**src/tdp_pkg.sv**
```systemverilog
// shared constants and types for the trial division primality test unit
package tdp_pkg;

  localparam int unsigned VALUE_WIDTH = 32;
  localparam int unsigned IN_TDATA_W  = ((VALUE_WIDTH + 7) / 8) * 8;
  localparam int unsigned OUT_TDATA_W = 8;
  localparam int unsigned CNT_W       = $clog2(VALUE_WIDTH);

  typedef logic [VALUE_WIDTH-1:0] value_t;

  // divider status seen by the sequencer
  typedef struct packed {
    logic done;         // one-cycle pulse, fields below are valid with it
    logic rem_zero;     // remainder is zero
    logic quot_ge_div;  // quotient >= divisor, i.e. divisor*divisor <= dividend
  } div_status_t;

endpackage

```
**src/tdp_divider.sv**
```systemverilog
// iterative restoring divider, one quotient bit per cycle
module tdp_divider import tdp_pkg::*; (
  input  logic        clk_i,
  input  logic        rst_ni,
  input  logic        start_i,
  input  value_t      dividend_i,
  input  value_t      divisor_i,
  output div_status_t status_o
);

  value_t           rem_q, rem_d;
  value_t           quot_q, quot_d;
  value_t           dvs_q, dvs_d;
  logic [CNT_W-1:0] cnt_q, cnt_d;
  logic             busy_q, busy_d;
  logic             done_q, done_d;

  logic [VALUE_WIDTH:0] shifted;
  logic [VALUE_WIDTH:0] diff;

  assign shifted = {rem_q, quot_q[VALUE_WIDTH-1]};
  assign diff    = shifted - {1'b0, dvs_q};

  always_comb begin
    rem_d  = rem_q;
    quot_d = quot_q;
    dvs_d  = dvs_q;
    cnt_d  = cnt_q;
    busy_d = busy_q;
    done_d = 1'b0;
    if (start_i) begin
      rem_d  = '0;
      quot_d = dividend_i;
      dvs_d  = divisor_i;
      cnt_d  = CNT_W'(VALUE_WIDTH - 1);
      busy_d = 1'b1;
    end else if (busy_q) begin
      // restore when the trial subtraction goes negative
      if (diff[VALUE_WIDTH]) begin
        rem_d  = shifted[VALUE_WIDTH-1:0];
        quot_d = {quot_q[VALUE_WIDTH-2:0], 1'b0};
      end else begin
        rem_d  = diff[VALUE_WIDTH-1:0];
        quot_d = {quot_q[VALUE_WIDTH-2:0], 1'b1};
      end
      cnt_d = cnt_q - 1'b1;
      if (cnt_q == '0) begin
        busy_d = 1'b0;
        done_d = 1'b1;
      end
    end
  end

  always_ff @(posedge clk_i or negedge rst_ni) begin
    if (!rst_ni) begin
      busy_q <= 1'b0;
      done_q <= 1'b0;
      cnt_q  <= '0;
    end else begin
      busy_q <= busy_d;
      done_q <= done_d;
      cnt_q  <= cnt_d;
    end
  end

  always_ff @(posedge clk_i) begin
    rem_q  <= rem_d;
    quot_q <= quot_d;
    dvs_q  <= dvs_d;
  end

  assign status_o.done        = done_q;
  assign status_o.rem_zero    = (rem_q == '0);
  assign status_o.quot_ge_div = (quot_q >= dvs_q);

endmodule

```
**src/trial_division_primality_test_unit.sv**
```systemverilog
// trial division primality test: sequencer around a shared iterative divider
// candidates <= 2, even or with the top bit set are settled without the divider; others
//   run the divider once per odd trial divisor from 3 until one divides or passes the root
// one transaction at a time: the input is taken only while idle, after the previous
//   result has been reported; three itself runs one trial divisor
// a result waiting in the output register does not block the next transaction
// reset (rst_ni low, asynchronous) returns the sequencer to idle and drops m_axis_tvalid
module trial_division_primality_test_unit import tdp_pkg::*; (
  input  logic                   clk_i,
  input  logic                   rst_ni,
  input  logic                   s_axis_tvalid,
  output logic                   s_axis_tready,
  input  logic [IN_TDATA_W-1:0]  s_axis_tdata,   // [VALUE_WIDTH-1:0] candidate
  output logic                   m_axis_tvalid,
  input  logic                   m_axis_tready,
  output logic [OUT_TDATA_W-1:0] m_axis_tdata    // [0] prime flag
);

  localparam logic [2:0] StIdle   = 3'd0;
  localparam logic [2:0] StCheck  = 3'd1;
  localparam logic [2:0] StStart  = 3'd2;
  localparam logic [2:0] StWait   = 3'd3;
  localparam logic [2:0] StReport = 3'd4;

  logic [2:0]  state_q, state_d;
  value_t      cand_q, cand_d;
  value_t      div_q, div_d;
  logic        res_q, res_d;
  logic        out_valid_q, out_valid_d;
  logic        out_prime_q, out_prime_d;
  logic        div_start;
  div_status_t div_status;

  tdp_divider u_divider (
    .clk_i     (clk_i),
    .rst_ni    (rst_ni),
    .start_i   (div_start),
    .dividend_i(cand_q),
    .divisor_i (div_q),
    .status_o  (div_status)
  );

  assign s_axis_tready = (state_q == StIdle);
  assign div_start     = (state_q == StStart);

  always_comb begin
    state_d     = state_q;
    cand_d      = cand_q;
    div_d       = div_q;
    res_d       = res_q;
    out_valid_d = out_valid_q;
    out_prime_d = out_prime_q;
    if (out_valid_q && m_axis_tready) begin
      out_valid_d = 1'b0;
    end
    case (state_q)
      StIdle: begin
        if (s_axis_tvalid) begin
          cand_d  = s_axis_tdata[VALUE_WIDTH-1:0];
          state_d = StCheck;
        end
      end
      StCheck: begin
        state_d = StReport;
        if (cand_q[VALUE_WIDTH-1] || cand_q <= VALUE_WIDTH'(1)) begin
          res_d = 1'b0;
        end else if (cand_q == VALUE_WIDTH'(2)) begin
          res_d = 1'b1;
        end else if (!cand_q[0]) begin
          res_d = 1'b0;
        end else begin
          div_d   = VALUE_WIDTH'(3);
          state_d = StStart;
        end
      end
      StStart: begin
        state_d = StWait;
      end
      StWait: begin
        if (div_status.done) begin
          if (!div_status.quot_ge_div) begin
            // divisor passed the square root
            res_d   = 1'b1;
            state_d = StReport;
          end else if (div_status.rem_zero) begin
            res_d   = 1'b0;
            state_d = StReport;
          end else begin
            div_d   = div_q + VALUE_WIDTH'(2);
            state_d = StStart;
          end
        end
      end
      StReport: begin
        if (!out_valid_q || m_axis_tready) begin
          out_valid_d = 1'b1;
          out_prime_d = res_q;
          state_d     = StIdle;
        end
      end
      default: begin
        state_d = StIdle;
      end
    endcase
  end

  always_ff @(posedge clk_i or negedge rst_ni) begin
    if (!rst_ni) begin
      state_q     <= StIdle;
      out_valid_q <= 1'b0;
    end else begin
      state_q     <= state_d;
      out_valid_q <= out_valid_d;
    end
  end

  always_ff @(posedge clk_i) begin
    cand_q      <= cand_d;
    div_q       <= div_d;
    res_q       <= res_d;
    out_prime_q <= out_prime_d;
  end

  assign m_axis_tvalid = out_valid_q;
  assign m_axis_tdata  = {{(OUT_TDATA_W-1){1'b0}}, out_prime_q};

endmodule

```
**config.mk**
```make
export PLATFORM = sky130hd
export DESIGN_NAME = trial_division_primality_test_unit
export DESIGN_NICKNAME = d
export VERILOG_FILES = /design/src/tdp_pkg.sv /design/src/tdp_divider.sv /design/src/trial_division_primality_test_unit.sv
export SDC_FILE = /design/constraint.sdc
export NUM_CORES = 1
export LEC_CHECK = 0
export BUFFER_PORTS_ARGS = -buffer_cell sky130_fd_sc_hd__buf_2
export CORE_MARGIN = 2
export CORE_UTILIZATION = 45
export CTS_BUF_LIST = sky130_fd_sc_hd__clkbuf_16
export DETAILED_ROUTE_END_ITERATION = 6
export SLEW_MARGIN = 20
export SYNTH_ARGS = -nofsm -noshare
export SYNTH_HDL_FRONTEND = slang
export SYNTH_SLANG_ARGS = --single-unit
```
**constraint.sdc**
```tcl
create_clock -name clk_i -period 5.4 [get_ports clk_i]
set_clock_uncertainty 0.1 [all_clocks]
set_input_delay 1.08 -clock clk_i [delete_from_list [all_inputs] [get_ports clk_i]]
set_output_delay 1.08 -clock clk_i [all_outputs]
set_load 0.02 [all_outputs]
```
# Word level (Yosys, flattened, before mapping)
# Cells that the tools add are included.
# classes
n_addsub	3
magnitude_cmp	2
n_eq_ne	15
mux	38
n_reduce_logical	14
# ops
cell	count
$mux 32	9
$pmux 32 s2	1
$sub 33x32->33	1
$add 32x2->32 const B	1
$eq 32x2->1 const B	1
$ge 32x32->1	1
$le 32x1->1 const B	1
$logic_not 32->1	1
$mux 3	8
$mux 1	16
$pmux 3 s5	1
$ne 2x2->1 const B	7
$mux 5	2
$reduce_and 7->1	1
$eq 3x2->1 const B	2
$logic_not 5->1	1
$sub 5x1->5 const B	1
$ne 4x4->1 const B	1
$reduce_and 2->1	2
$reduce_and 4->1	1
$reduce_bool 2->1	2
$eq 3x1->1 const B	1
$eq 3x3->1 const B	1
$logic_not 3->1	1
7 further kinds	8
# word_totals
register_bits	173
in_bits	36
output_inout_bits	10
elab_cells	84

# Logic depth before layout (Yosys ltp)
# depth
word_depth	5
depth_mapped	12
depth_no_buf	11

# Cells and area by module
# A second synthesis with hierarchy kept.
# hier_totals
hier_cells	909
area_unflattened_um2	9892.0
# modules_own_cells
module	n_inst	cells_per_inst	area_per_inst_um2	seq_area_each_um2
tdp_divider	1	652	6712.7	2737.6
trial_division_primality_test_unit	1	257	3179.3	2052.0

# Least setup slack after synthesis
# Ideal clock, no wire load.
# synth_timing
path_kind	flip-flop to flip-flop
startpoint	register u_divider.quot_q[19]
endpoint	register div_q[10], enable pin
setup_ns	0.462
t_arrival_ns	3.909
required_time_ns	4.838
slack_ns	0.929
path_stages_with_launch	8
n_path_buf	0
synth_period_minus_slack_ns	4.471
cell_sequence	edfxtp_1 > ha_1 > nand4_1 > or4_1 > a21oi_1 > o2111ai_1 > and2_1 > o21ai_0
# synth_via
elab_chain_cells	3
# synth_rtl
item	line	text
start, declared	tdp_divider.sv:12	value_t quot_q, quot_d;
start signal, assigned	tdp_divider.sv:68	quot_q <= quot_d;
$ge 32x32->1	tdp_divider.sv:74	assign status_o.quot_ge_div = (quot_q >= dvs_q);
$ne 2x2->1 (no line)	n/a	
$reduce_and 7->1 (no line)	n/a	
end signal, assigned	trial_division_primality_test_unit.sv:119	div_q <= div_d;
end, declared	trial_division_primality_test_unit.sv:27	value_t div_q, div_d;
# No other way between the ends.
# A chain may end at the register's enable or synchronous reset.

# Worst setup path in the final report
# layout_timing
startpoint	register u_divider.quot_q[31]
endpoint	register u_divider.rem_q[29]
# layout_via
elab_chain_cells	2
# layout_rtl
item	line	text
$sub 33x32->33	tdp_divider.sv:22	assign diff = shifted - {1'b0, dvs_q};
$mux 32	tdp_divider.sv:39	if (diff[VALUE_WIDTH]) begin
end signal, assigned	tdp_divider.sv:67	rem_q <= rem_d;
end, declared	tdp_divider.sv:11	value_t rem_q, rem_d;
# No other way between the ends.

==> run_results.csv <==
group,metric,value,unit
logic_synthesis,mappedNetlistArea,0.009423,mm^2
timing,timing.setup.tns,0,ns
critical_path,critical_path.max_fanout,23,
place,hpwlAfterDp,15.61,mm
clock_tree,cts-hold-fix-buffers,0,
clock_tree,clock_path_buffers,2,
clock_tree,numClockSinks,171,
power,power.switching,2628,uW
critical_path,worst_setup_end_kind,"flop",
clock_tree,cts.htree.levels,4,
timing,total_of_endpoints_with_negative_setup_slack_in_the_final_report,0,
layout,antenna_cells,0,
floorplanning,io_pins,46,
power,internal_power,3918,uW
place,instance_count_after_placement_with_tap_cells_included,1209,
layout,design.final.nets,1060,
power,share_seq_of_total_power,35.2,%
route,detail_route.drc_violations,0,
timing,worst_slew_margin_rel,34.44,%
power,p_clk_share,18.9,%
hold_path,worstHoldPathType,"reg -> reg",
clock_tree,clock_latency,0.43,ns
floorplanning,fp.dieArea,0.02211,mm^2
layout,final_core_utilization,51.38,%
outcome,run_status,"finished clean",
logic_synthesis,avgSynthCellArea,10.22,um^2
timing,max_slew.worst_pin.slew,0.9834,ns
logic_synthesis,postSynthCellCount,922,
clock_tree,cts.reportedPaths.clkPinSlew,0.07,ns
route,drt.antenna.violating_nets,0,
logic_synthesis,synth_largest_area_cell,"sky130_fd_sc_hd__edfxtp_1",
global_routing,wire_length_of_the_first_global_routing_pass,35.25,mm
global_routing,grt_antenna_before_repair,0,
clock_tree,postCtsSetupRepairBufs,0,
route,detailroute.via_count,6813,
power,leakage,0.004372,uW
place,place.gp.congestion,0.8794,
place,place_area,0.009879,mm^2
floorplanning,core_region_area,0.02036,mm^2
floorplanning,rows,52,
layout,final_layout_size_suffix_gt1_share,9.784,%
timing,final_min_period_over_clock_period,70.47,%
timing,slew_viol_final,0,
hold_path,timing.hold.worst_path_depth,0,
logic_synthesis,distinct_cell_type_count_of_the_synthesized_netlist,66,
floorplanning,initial_core_util,46.27,%
layout,area_growth,11.05,%
logic_synthesis,yosys.area.top_type_share,40.79,%
route,route.detailed.vias_per_inst,5.490,
critical_path,worstRegToRegCells,11,
critical_path,worstSetupStartpointType,"flop",
critical_path,timing.rr.start,"u_divider.quot_q[31]",
route,drt_pre_antenna_iters,5,
logic_synthesis,synth-async-reset-ratio,6.433,%
critical_path,required,5.58,ns
power,pwr-share-comb,45.9,%
global_routing,pin_count_of_the_biggest_net_entering_global_routing,70,
route,iter_0_drt_violations,547,
clock_tree,cts.root.buffer_cell,"sky130_fd_sc_hd__clkbuf_16",
clock_tree,postCtsResizedCells,0,
timing,hold_violations,0,
logic_synthesis,synth_edf_count,128,
global_routing,first_global_vias,6533,
floorplanning,dieHeight,148.7,um
power,power_density,625.5,mW/mm^2
global_routing,groute.usage.overall,20.57,%
critical_path,criticalPathCategory,"reg -> reg",
global_routing,overflow,0,
power,max-vdd-ir-drop,0.2880,mV
timing,post-route-min-period,3.806,ns
critical_path,critical_path_arrival,3.99,ns
layout,final-instance-count-excl-fill,1241,
clock_tree,cts_tree,"done",
clock_tree,total_cts_buffers,17,
layout,final_design_area_no_fill,0.01046,mm^2
critical_path,startpoint,"u_divider.quot_q[31]",
logic_synthesis,synth-warning-count,0,
logic_synthesis,netlist_top_cells_count,"164 x sky130_fd_sc_hd__nand2_1, 128 x sky130_fd_sc_hd__edfxtp_1, 65 x sky130_fd_sc_hd__ha_1, 54 x sky130_fd_sc_hd__a21oi_1, 54 x sky130_fd_sc_hd__nor2_1",
logic_synthesis,yosys-top-cells-area,"sky130_fd_sc_hd__edfxtp_1 41%, sky130_fd_sc_hd__ha_1 8.6%, sky130_fd_sc_hd__dfxtp_1 6.8%",
power,netSwitchingFraction,40.15,%
place,buffer_ports.inserted,38,
flow_run,max_cap_violations,0,
timing,setup_repair_after_global_routing_missed_its_margin,"no",
logic_synthesis,ys_seq_elements,171,
hold_path,hp-start,"res_q",
floorplanning,dieWidth,148.7,um
route,wire_per_inst,17.49,um
route,wl,21.71,mm
logic_synthesis,dominantRegCellSynth,"sky130_fd_sc_hd__edfxtp_1",
logic_synthesis,seq_area_frac_synth,50.51,%
logic_synthesis,synth_most_common_cell,"sky130_fd_sc_hd__nand2_1",
timing,max_clock_freq,0.2628,GHz
[power by group through the flow]
stage	clock network, uW	logic, uW	registers [uW]
3_5_place_dp	0	2990	2330
2_1_floorplan	0	2380	2200
3_3_place_gp	0	2960	2330
6_report	1230	3000	2310
5_1_grt	1310	3370	2360
4_1_cts	1260	3000	2300
[final cells by class]
type / count / area [um^2]
clock buffers: 17 / 425.4
repair buffers: 47 / 257.7
well taps: 270 / 337.8
flip-flops and latches: 171 / 4760
inverters: 50 / 187.7
fillers: 1838 / 9901
clock inverters: 15 / 158.9
multi-input cells: 671 / 4337
[worst max-delay path, stage by stage, from the launching register on]
cell	delay, ns
sky130_fd_sc_hd__edfxtp_1	0.49
sky130_fd_sc_hd__fa_1	0.49
sky130_fd_sc_hd__a211oi_1	0.32
sky130_fd_sc_hd__o31a_2	0.25
sky130_fd_sc_hd__a21oi_2	0.10
sky130_fd_sc_hd__o2111ai_1	0.29
sky130_fd_sc_hd__or4b_1	0.48
sky130_fd_sc_hd__nand3_2	0.15
sky130_fd_sc_hd__xnor2_4	0.38
sky130_fd_sc_hd__buf_4	0.34
sky130_fd_sc_hd__mux2i_1	0.21
sky130_fd_sc_hd__o31ai_1	0.08
[kinds of logic (layout without fill, tap and decap cells)]
group	Yosys count	after routing	synth area share [%]
other cells	1	7	0.03980
flops	171	171	50.51
buf+inv	86	129	3.944
fa+ha+maj	66	66	8.843
mux	23	23	2.456
compound gates	187	187	12.52
xor+xnor	58	58	5.471
simple gates	330	330	16.21
[registers in the layout, indices dropped and copies added, names as in the netlist]
| signal | count |
|---|---|
| cand_q | 32 |
| u_divider.quot_q | 32 |
| u_divider.rem_q | 32 |
| div_q | 31 |
| u_divider.dvs_q | 31 |
| u_divider.cnt_q | 5 |
| state_q | 3 |
| m_axis_tvalid | 1 |
| out_prime_q | 1 |
| res_q | 1 |
| u_divider.busy_q | 1 |
| u_divider.done_q | 1 |
[path summary, 6_finish.rpt]
check	endpoint	slack, ns
setup / recovery	u_divider.rem_q[29]	1.59
hold / removal	out_prime_q	0.34
setup reg to reg	u_divider.rem_q[29]	1.59
hold reg to reg	out_prime_q	0.34
max in group asynchronous	state_q[1]	4.58
min in group asynchronous	u_divider.cnt_q[4]	0.41
[cells in the final DEF (no fill, tap or decap), types with 4 or more instances in the layout]
cell type / count
sky130_fd_sc_hd__xor2_1: 29
sky130_fd_sc_hd__nand4_1: 15
sky130_fd_sc_hd__nor2_1: 54
sky130_fd_sc_hd__a21oi_1: 54
sky130_fd_sc_hd__clkbuf_16: 17
sky130_fd_sc_hd__nor3_1: 7
sky130_fd_sc_hd__and2_1: 8
sky130_fd_sc_hd__a211oi_1: 4
sky130_fd_sc_hd__inv_6: 5
sky130_fd_sc_hd__nand3_1: 23
sky130_fd_sc_hd__o21bai_1: 5
sky130_fd_sc_hd__and4_1: 7
sky130_fd_sc_hd__mux2i_1: 22
sky130_fd_sc_hd__dfxtp_1: 32
sky130_fd_sc_hd__buf_2: 38
sky130_fd_sc_hd__o21ai_0: 47
sky130_fd_sc_hd__a31oi_1: 7
sky130_fd_sc_hd__conb_1: 7
sky130_fd_sc_hd__and3_1: 12
sky130_fd_sc_hd__o31ai_1: 5
sky130_fd_sc_hd__xnor2_1: 27
sky130_fd_sc_hd__nor4_1: 15
sky130_fd_sc_hd__or3_1: 5
sky130_fd_sc_hd__dfrtp_1: 11
sky130_fd_sc_hd__ha_1: 65
sky130_fd_sc_hd__nand2_1: 164
sky130_fd_sc_hd__a21o_1: 27
sky130_fd_sc_hd__edfxtp_1: 128
sky130_fd_sc_hd__clkinv_2: 4
sky130_fd_sc_hd__buf_4: 9
sky130_fd_sc_hd__inv_1: 49
[metrics by stage]
stage,hold WS (ns),setup slack (ns),total power [uW]
4_1_cts,0.3350,1.605,6562
6_report,0.3380,1.595,6545
2_1_floorplan,0.3003,0.9287,4575
3_3_place_gp,0.3236,1.714,5282
3_5_place_dp,0.3181,1.610,5314
5_1_grt,0.3570,1.415,7048
[per-layer routing]
| metal | vias up | GRT usage (%) | routed length [um] |
|---|---|---|---|
| li1 | 3383 | - | - |
| met3 | 22 | 2.761 | 951 |
| met1 | 3233 | 30.34 | 10660 |
| met2 | 175 | 31.32 | 9646 |
| met4 | 0 | 7.048 | 454 |
| met5 | - | 0 | 0 |
(Power assumes the default switching activity.)
